--- src/rtl/gdr_pkg.sv ---
// Package for the Geiger dose-rate filter: configuration record, datapath
// commands and status, reset values and fixed constants. No dependencies.
`default_nettype none
package gdr_pkg;

  localparam int unsigned DivW     = 64;
  localparam int unsigned DivisorW = 27;
  localparam int unsigned RateW    = 40;

  localparam logic [26:0] DtScale  = 27'd100000000;
  localparam logic [16:0] OneQ16   = 17'd65536;
  localparam logic [31:0] BgRecip  = 32'h8888_8889;

  localparam logic [16:0] RstDeadTime  = 17'd0;
  localparam logic [15:0] RstBackgrnd  = 16'd0;
  localparam logic [23:0] RstSens      = 24'd0;
  localparam logic [15:0] RstRateThr   = 16'd200;
  localparam logic [15:0] RstJumpThr   = 16'd100;
  localparam logic [16:0] RstSlowAlpha = 17'd655;
  localparam logic [16:0] RstFastAlpha = 17'd22938;
  localparam logic [15:0] RstBoostLen  = 16'd20;

  typedef enum logic [2:0] {
    REG_DEAD_TIME  = 3'd0,
    REG_BACKGROUND = 3'd1,
    REG_SENSITIVITY = 3'd2,
    REG_RATE_THR   = 3'd3,
    REG_JUMP_THR   = 3'd4,
    REG_SLOW_ALPHA = 3'd5,
    REG_FAST_ALPHA = 3'd6,
    REG_BOOST_LEN  = 3'd7
  } reg_idx_e;

  typedef struct packed {
    logic [16:0] tube_dead_time;
    logic [15:0] bg_cpm;
    logic [23:0] sensitivity_x256;
    logic [15:0] rate_threshold;
    logic [15:0] jump_threshold;
    logic [16:0] slow_alpha;
    logic [16:0] fast_alpha;
    logic [15:0] boost_length;
  } cfg_t;

  typedef enum logic [3:0] {
    OP_NONE   = 4'd0,
    OP_LOAD   = 4'd1,
    OP_MUL    = 4'd2,
    OP_DIVC   = 4'd3,
    OP_CORR   = 4'd4,
    OP_EFF    = 4'd6,
    OP_EW1    = 4'd7,
    OP_EW2    = 4'd8,
    OP_EW3    = 4'd9,
    OP_EW4    = 4'd10,
    OP_DIVD   = 4'd11,
    OP_OUT    = 4'd12
  } op_e;

  typedef struct packed {
    op_e op;
  } cmd_t;

  typedef struct packed {
    logic div_done;
  } status_t;

endpackage
`default_nettype wire

--- src/rtl/gdr_ctrl.sv ---
// Sequencer: input handshake, datapath command steps, output valid.
// Depends on gdr_pkg.
`default_nettype none
module gdr_ctrl (
  input  wire logic               clk_i,
  input  wire logic               rst_ni,
  input  wire logic               in_valid_i,
  output logic                    in_ready_o,
  input  wire logic               restart_i,
  output logic                    out_valid_o,
  input  wire logic               out_ready_i,
  output gdr_pkg::cmd_t           cmd_o,
  input  wire gdr_pkg::status_t   status_i
);
  import gdr_pkg::*;

  typedef enum logic [10:0] {
    S_IDLE  = 11'b00000000001,
    S_MUL   = 11'b00000000010,
    S_DIVC  = 11'b00000000100,
    S_WAITC = 11'b00000001000,
    S_CORR  = 11'b00000010000,
    S_EFF   = 11'b00000100000,
    S_EW1   = 11'b00001000000,
    S_EW2   = 11'b00010000000,
    S_EW3   = 11'b00100000000,
    S_EW4   = 11'b01000000000,
    S_DOSE  = 11'b10000000000
  } state_e;

  state_e state_q, state_d;
  logic   out_valid_q, out_valid_d;
  logic   waitd_q, waitd_d;
  logic   fin_q, fin_d;
  logic   can_out;

  assign can_out = !out_valid_q || out_ready_i;

  always_comb begin
    state_d     = state_q;
    waitd_d     = waitd_q;
    fin_d       = fin_q;
    cmd_o.op    = OP_NONE;
    out_valid_d = out_valid_q && !out_ready_i;
    in_ready_o  = 1'b0;
    unique case (state_q)
      S_IDLE: begin
        if (fin_q) begin
          if (can_out) begin
            cmd_o.op    = OP_OUT;
            out_valid_d = 1'b1;
            fin_d       = 1'b0;
          end
        end else begin
          in_ready_o = 1'b1;
          if (in_valid_i) begin
            cmd_o.op = OP_LOAD;
            if (restart_i) fin_d = 1'b1;
            else state_d = S_MUL;
          end
        end
      end
      S_MUL:   begin cmd_o.op = OP_MUL;  state_d = S_DIVC; end
      S_DIVC:  begin cmd_o.op = OP_DIVC; state_d = S_WAITC; end
      S_WAITC: if (status_i.div_done) state_d = S_CORR;
      S_CORR:  begin cmd_o.op = OP_CORR; state_d = S_EFF; end
      S_EFF:   begin cmd_o.op = OP_EFF;  state_d = S_EW1; end
      S_EW1:   begin cmd_o.op = OP_EW1;  state_d = S_EW2; end
      S_EW2:   begin cmd_o.op = OP_EW2;  state_d = S_EW3; end
      S_EW3:   begin cmd_o.op = OP_EW3;  state_d = S_EW4; end
      S_EW4:   begin cmd_o.op = OP_EW4;  state_d = S_DOSE; end
      S_DOSE: begin
        if (!waitd_q) begin
          cmd_o.op = OP_DIVD;
          waitd_d  = 1'b1;
        end else if (status_i.div_done) begin
          waitd_d = 1'b0;
          fin_d   = 1'b1;
          state_d = S_IDLE;
        end
      end
      default: state_d = S_IDLE;
    endcase
  end

  always_ff @(posedge clk_i or negedge rst_ni) begin
    if (!rst_ni) begin
      state_q     <= S_IDLE;
      out_valid_q <= 1'b0;
      waitd_q     <= 1'b0;
      fin_q       <= 1'b0;
    end else begin
      state_q     <= state_d;
      out_valid_q <= out_valid_d;
      waitd_q     <= waitd_d;
      fin_q       <= fin_d;
    end
  end

  assign out_valid_o = out_valid_q;

endmodule
`default_nettype wire

--- config.mk ---
export PLATFORM = sky130hd
export DESIGN_NAME = gdr_ctrl
export DESIGN_NICKNAME = d
export VERILOG_FILES = /design/src/rtl/gdr_pkg.sv /design/src/rtl/gdr_ctrl.sv
export SDC_FILE = /design/constraint.sdc
export NUM_CORES = 1
export LEC_CHECK = 0
export ABC_AREA = 1
export ABC_CLOCK_PERIOD_IN_PS = 1500
export BUFFER_PORTS_ARGS = -buffer_cell sky130_fd_sc_hd__buf_2
export CELL_PAD_IN_SITES_DETAIL_PLACEMENT = 1
export CELL_PAD_IN_SITES_GLOBAL_PLACEMENT = 1
export CORE_MARGIN = 2
export CORE_UTILIZATION = 39
export DETAILED_ROUTE_END_ITERATION = 12
export PLACE_DENSITY = 0.72
export SLEW_MARGIN = 20
export SYNTH_ARGS = -nofsm -noshare
export SYNTH_HDL_FRONTEND = slang
export SYNTH_SLANG_ARGS = --single-unit
--- constraint.sdc ---
create_clock -name clk_i -period 1.5 [get_ports clk_i]
set_input_delay 0.075 -clock clk_i [delete_from_list [all_inputs] [get_ports clk_i]]
set_output_delay 0.075 -clock clk_i [all_outputs]
set_load 0.05 [all_outputs]
==> run_results.csv, run 1 <==
group,metric,value,unit
grt,grt_max_degree,15,
cts,cts-root-buf,"clkbuf_4",
synthesis,synth_edf_count,0,
grt,antenna_found_initial,0,
synthesis,post-synth-top-count-cell,"nand2_1",
placed_design,dp_slack,-60.8,ps
cts,cts.path.max_buffers,2,
die,die_h,50.7,microns
synthesis,synth.top_cell.area_share,38.2,%
placed_design,io_buffers,11,
synthesis,yosysSeqAreaShare,41.3,%
die,die_w,50.7,microns
synthesis,yosysWarnings,0,
synthesis,syn_nets,120,
cts,cts_made_buffers,3,
status,status,"aborted with a tool error",
synthesis,syn_area,851,sq um
synthesis,yosys.area.top_type,"dfrtp_1",
synthesis,synthDistinctLibCells,25,
status,haltStage,"global routing",
sta,worst-ep-kind,"top-level output",
synthesis,ys_seq_elements,14,
cts,cts.htree.levels,1,
synthesis,syn_area_per_cell,7.46,sq um
die,num_io_pins,12,
sta,crit_endpoint,"cmd_o[3]",
synthesis,async_reset_ff_share,100,%
synthesis,synthCells,114,
status,firstError,"[ERROR DPL-0033] detailed placement checks failed during check placement.",
placed_design,dp_hpwl,1.76,mm
placed_design,place_congestion,0.893,
synthesis,yosys-top-cells-count,"nand2_1, inv_1, nor2_1",
synthesis,ys.flop_type,"dfrtp_1",
die,fp-row-count,16,
cts,numClockSinks,14,
die,initial_core_util,42.5,%
synthesis,synthTopCellsByArea,"dfrtp_1, nand2_1, inv_1",
==> cell families after synthesis <==
kind of cell	count (synthesis)	synth area share (%)
AO/OA/AOI/OAI	5	3.82
AND/OR/NAND/NOR	74	45.6
flip-flops	14	41.3
buffers and inverters	21	9.26
==> repair_timing <==
item                                    4_1_cts
hold buffers                                  1
gates resized for setup                      35
endpoints found under the setup margin        6
buffers inserted                             18
hold endpoints to repair                     14
pin swaps                                    22
==> per-stage QoR <==
stage	setup TNS [ps]	cell area [sq um]	instances
2_1_floorplan	-97.5	877	114
3_3_place_gp	-10.8	1040	162
3_5_place_dp	-116	1040	162
4_1_cts	-970	1350	183
==> inputs of run 2 (changes only) <==
Settings changed: CELL_PAD_IN_SITES_DETAIL_PLACEMENT 1 to default, CELL_PAD_IN_SITES_GLOBAL_PLACEMENT 1 to default, CORE_AREA from default to 2 2 63 65, CORE_MARGIN 2 to default, CORE_UTILIZATION 39 to default, DIE_AREA from default to 0 0 65 67, PLACE_DENSITY 0.72 to default, PLACE_DENSITY_LB_ADDON from default to 0.15.
==> run 2 against run 1 <==
The flow now finishes, with violations (negative setup slack). Synthesized cell count is the same. Synthesized area is the same.
==> run_results.csv, run 2 <==
group,metric,value,unit
sta,rsz0062_at_grt,"yes",
critical_path,critPathLaunchType,"flip-flop",
synthesis,synth.top_cell.area_share,38.2,%
grt,overflow,0,
route,drt_iter0_markers,21,
critical_path,cp_slowest_cell,"dfstp_2",
grt,grt_max_degree,15,
synthesis,yosysSeqAreaShare,41.3,%
grt,grt_pass1_vias,807,
final_layout,n_antenna_cell,0,
grt,grt.total_usage,10.9,%
critical_path,crit_path_start,"state_q[0]",
synthesis,yosys-top-cells-count,"nand2_1, inv_1, nor2_1",
final_layout,nNetsFinal,158,
cts,clock_latency,250,ps
status,status,"finished, violations left",
critical_path,crit_path_max_incr_delay,560,ps
cts,cts-root-buf,"clkbuf_8",
placed_design,dp_hpwl,1.54,mm
placed_design,placed_cells,183,
critical_path,r2r_cells,8,
critical_path,rrSetupSlack,-40,ps
critical_path,reg2reg_to,"state_q[0]",
cts,clk_pin_slew,60,ps
route,wl_per_cell,10.5,microns
power_and_ir_drop,leakage,0.715,nW
cts,numClockSinks,14,
critical_path,path_cells,"nor2_4 -> nand2_4 -> nor2_4 -> nand2_2 -> nand2_2 -> nor2_2 -> nand4_1 -> buf_6",
sta,relSlewSlack,77.9,%
final_layout,syn_to_final_growth,52.4,%
route,drt-pass1-iter-count,4,
placed_design,placed_area,1070,sq um
synthesis,yosys.area.top_type,"dfrtp_1",
die,fp-row-count,22,
route,viasPerCell,4.16,
route,wirelength,2.10,mm
synthesis,syn_area,851,sq um
placed_design,dp_slack,-9.72,ps
sta,finalHoldViolations,0,
power_and_ir_drop,total_power,2.20,mW
route,antenna_left,0,
grt,antenna_found_initial,0,
status,violations,"negative setup slack",
sta,slew_violations,0,
placed_design,place_congestion,0.776,
cts,cts.path.max_buffers,2,
final_layout,top_register,"state_q",
synthesis,synthTopCellsByArea,"dfrtp_1, nand2_1, inv_1",
die,num_io_pins,12,
synthesis,synthCells,114,
synthesis,yosysWarnings,0,
synthesis,synth_edf_count,0,
cts,cts.htree.levels,1,
route,vias,828,
die,die_w,65,microns
die,coreArea,3610,sq um
critical_path,worstReg2RegStart,"state_q[0]",
sta,timing.final.crit_share,110,%
final_layout,final_common_cell,"nand2_1",
synthesis,ys_seq_elements,14,
sta,setup_ws,-148,ps
synthesis,syn_nets,120,
synthesis,syn_area_per_cell,7.46,sq um
critical_path,cp-end-kind,"output pin",
final_layout,fin_cells,199,
hold_path,hold_path_class,"in -> reg",
cts,cts_made_buffers,3,
sta,period_needed,1650,ps
critical_path,crit_fanout,4,
final_layout,largest_register_ffs,11,
final_layout,drive_above_1_share,44.4,%
hold_path,hold_path.startpoint,"out_ready_i",
power_and_ir_drop,power.density,1700,nW/um^2
placed_design,io_buffers,11,
critical_path,cp.required,1420,ps
synthesis,synthDistinctLibCells,25,
final_layout,fill_cells,393,
sta,max_freq,0.607,GHz
final_layout,final_area,1300,sq um
die,die_h,67,microns
sta,skew,4.62,ps
synthesis,ys.flop_type,"dfrtp_1",
run,drv_cap,0,
sta,fin_tns_setup,-593,ps
grt,grt_pass1_wl,3.56,mm
hold_path,holdPathEnd,"out_valid_o",
route,drc,0,
sta,whs,118,ps
hold_path,whs_path_depth,4,
critical_path,cp.arrival,1570,ps
synthesis,async_reset_ff_share,100,%
final_layout,mostFrequentLayoutCells,"nand2_1, buf_4, inv_1",
die,design.die.area,4360,sq um
die,initial_core_util,23.6,%
cts,cts_tree,"yes",
sta,setup_violations,6,
synthesis,post-synth-top-count-cell,"nand2_1",
power_and_ir_drop,max-vdd-ir-drop,1.12,mV
final_layout,fin_util,35.9,%
sta,worst_slew_pin_slew,332,ps
critical_path,crit_type,"reg -> out",
## run 2: kinds of logic after synthesis
| family | synth area share (%) |
|---|---|
| simple gates | 45.6 |
| buf+inv | 9.26 |
| flops | 41.3 |
| compound gates | 3.82 |
## run 2: per-layer routing
metal  vias up  track usage [%]  part of all wire [%]
met1       387             13.1                    46
li1        429                -                     -
met2        10             17.8                    49
met5         -                0                     0
met4         0             4.79                   1.6
met3         2             3.55                   3.3
## run 2: layout make-up
| cell class | instances | area (sq um) | area share, % |
|---|---|---|---|
| Timing Repair Buffer | 33 | 254 | 19.6 |
| Sequential cell | 14 | 352 | 27.1 |
| Inverter | 21 | 80.1 | 6.18 |
| Tap cell | 48 | 60.1 | 4.63 |
| Multi-Input combinational cell | 79 | 505 | 39.0 |
| Clock buffer | 4 | 45.0 | 3.47 |
## run 2: worst max path at each step
stage / end / slack, ps / cells after the start
floorplan: cmd_o[0] / -50 / 7
global placement: cmd_o[1] / -20 / 8
detailed placement: cmd_o[1] / -10 / 8
CTS: cmd_o[1] / -170 / 8
global route: cmd_o[1] / -230 / 8
finish: cmd_o[1] / -150 / 8
## run 2: repair_timing
action / in CTS / in global routing
gates cloned: 0 / 0
resized for setup: 16 / 9
setup endpoints to repair: 5 / 7
hold buffers: 1 / 0
buffers inserted: 6 / 5
endpoints found under the hold margin: 13 / 0
pin swaps: 11 / 7
## run 2: power breakdown
part / internal [mW] / total [mW] / switching, mW
combinational: 0.555 / 1.34 / 0.782
clock: 0.188 / 0.332 / 0.144
sequential: 0.457 / 0.530 / 0.0732
## run 2: worst max-delay path: cells and delay by family, from the launching register on
kind | cells | cell delay [ps]
and+or+nand+nor | 7 | 590
DFF | 1 | 560
buffers and inverters | 1 | 180
Power figures use the tool's default switching activity.
==> inputs of run 3 (changes only) <==
Settings changed: TNS_END_PERCENT from default to 20.
==> run 3 against run 2 <==
The flow still finishes with violations (negative setup slack). Register-to-register slack improved by 90 ps. Final area fell by 3.7%. Wire length fell by 4.2%. Worst hold slack got worse by 9.3 ps. Via count fell by 4.1%. First-iteration DRC count fell by 24%. Combinational power fell by 7%. Total power fell by 5.4%. Sequential power fell by 3%. Non-clock buffer count fell by 5.
==> run_results.csv, run 3 (synthesized netlist as in run 2, its figures left out) <==
group,metric,value,unit
final_layout,multi_input_area,493,sq um
grt,overflow,0,
critical_path,cp_common_cell,"nor2_2",
sta,slew_violations,0,
final_layout,final_area,1250,sq um
critical_path,crit_fanout,4,
final_layout,fill_cells,391,
critical_path,path_buf_inv,1,
final_layout,top_register,"state_q",
status,status,"finished, violations left",
cts,cts.path.max_buffers,2,
final_layout,drive_above_1_share,39.7,%
route,viasPerCell,4.09,
die,num_io_pins,12,
critical_path,path_cells,"nor2_2 -> nand2_2 -> nor2_4 -> nand2_2 -> nor2_2 -> nor2_2 -> nand4_1 -> buf_6",
final_layout,ff_latch_area,352,sq um
route,antenna_left,0,
die,initial_core_util,23.6,%
critical_path,cp_slowest_cell,"dfrtp_1",
route,drt-pass1-iter-count,4,
final_layout,largest_register_ffs,11,
final_layout,syn_to_final_growth,46.8,%
cts,cts_tree,"yes",
final_layout,final_common_cell,"nand2_1",
power_and_ir_drop,power.density,1670,nW/um^2
sta,relSlewSlack,78.3,%
route,wl_per_cell,10.4,microns
critical_path,crit_type,"reg -> out",
grt,grt_pass1_vias,791,
power_and_ir_drop,total_power,2.08,mW
sta,setup_violations,4,
final_layout,mostFrequentLayoutCells,"nand2_1, inv_1, buf_4",
critical_path,cp.arrival,1590,ps
cts,cts-root-buf,"clkbuf_8",
power_and_ir_drop,leakage,0.687,nW
critical_path,critPathLaunchType,"flip-flop",
route,maxUsedRoutingLayer,"met4",
critical_path,crit_path_max_incr_delay,400,ps
hold_path,hold_path_class,"in -> reg",
sta,skew,8.72,ps
critical_path,crit_family,"simple AND/OR/NAND/NOR gates",
sta,setup_ws,-167,ps
placed_design,io_buffers,11,
critical_path,cp-end-kind,"output pin",
route,wirelength,2.01,mm
placed_design,dp_hpwl,1.60,mm
critical_path,worstReg2RegStart,"state_q[3]",
route,drc,0,
sta,whs,108,ps
die,fp-row-count,22,
final_layout,nNetsFinal,153,
sta,finalHoldViolations,0,
die,coreArea,3610,sq um
final_layout,n_antenna_cell,0,
status,violations,"negative setup slack",
hold_path,hold_path.startpoint,"out_ready_i",
cts,numClockSinks,14,
sta,rsz0062_at_grt,"yes",
critical_path,crit_path_start,"state_q[3]",
grt,grt_pass1_wl,3.41,mm
critical_path,rrSetupSlack,50,ps
route,drt_iter0_markers,16,
cts,clk_pin_slew,50,ps
power_and_ir_drop,max-vdd-ir-drop,0.811,mV
route,vias,794,
placed_design,placed_area,1080,sq um
grt,grt_max_degree,15,
critical_path,cp.required,1420,ps
die,die_h,67,microns
route,routed-wl-met2,988,microns
grt,antenna_found_initial,0,
sta,worst_slew_pin_slew,326,ps
run,drv_cap,0,
cts,clock_latency,240,ps
placed_design,place_congestion,0.769,
die,die_w,65,microns
route,wl_met1,922,microns
sta,max_freq,0.600,GHz
cts,cts_made_buffers,3,
cts,cts.htree.levels,1,
grt,grt.total_usage,10.3,%
sta,period_needed,1670,ps
final_layout,fin_util,34.6,%
sta,timing.final.crit_share,111,%
route,met3_length,85,microns
die,design.die.area,4360,sq um
run 3: where the power goes:
group	switching (mW)	internal [mW]
Clock	0.132	0.188
Combinational	0.765	0.482
Sequential	0.0565	0.457
Total	0.954	1.13
run 3: metrics by stage:
step	std cells	setup TNS (ps)	setup slack, ps
6_report	194	-602	-167
3_5_place_dp	185	-48.9	-48.9
3_3_place_gp	185	-70.4	-64.2
5_1_grt	194	-1140	-264
4_1_cts	191	-715	-191
2_1_floorplan	114	-112	-52.3
run 3: layer usage:
layer | global-route usage [%] | up-vias
met5 | 0 | -
met4 | 3.99 | 0
met3 | 1.86 | 2
met2 | 17.4 | 20
met1 | 12.9 | 360
li1 | - | 412
run 3: what timing repair did:
| action | in CTS | in global routing |
|---|---|---|
| setup buffers | 1 | 3 |
| setup endpoints to repair | 5 | 7 |
| hold buffers | 1 | 0 |
| resized for setup | 12 | 10 |
| hold endpoints to repair | 13 | 0 |
| pin swaps | 3 | 13 |
run 3: cell type report:
type / count / area share (%)
multi-input cells: 79 / 39.5
flip-flops and latches: 14 / 28.2
repair buffers: 28 / 17.6
inverters: 21 / 6.31
well taps: 48 / 4.81
clock buffers: 4 / 3.61
run 3: final timing paths:
kind / endpoint / depth (start not counted)
setup / recovery: cmd_o[1] / 8
hold / removal: out_valid_o / 4
setup reg to reg: state_q[0] / 8
hold reg to reg: waitd_q / 2
max in group asynchronous: state_q[0] / 2
min in group asynchronous: fin_q / 2
run 3: worst min-delay path, cell delays in order:
cell	delay (ps)
buf_2	80
nor2_1	40
inv_1	60
nand2_1	60
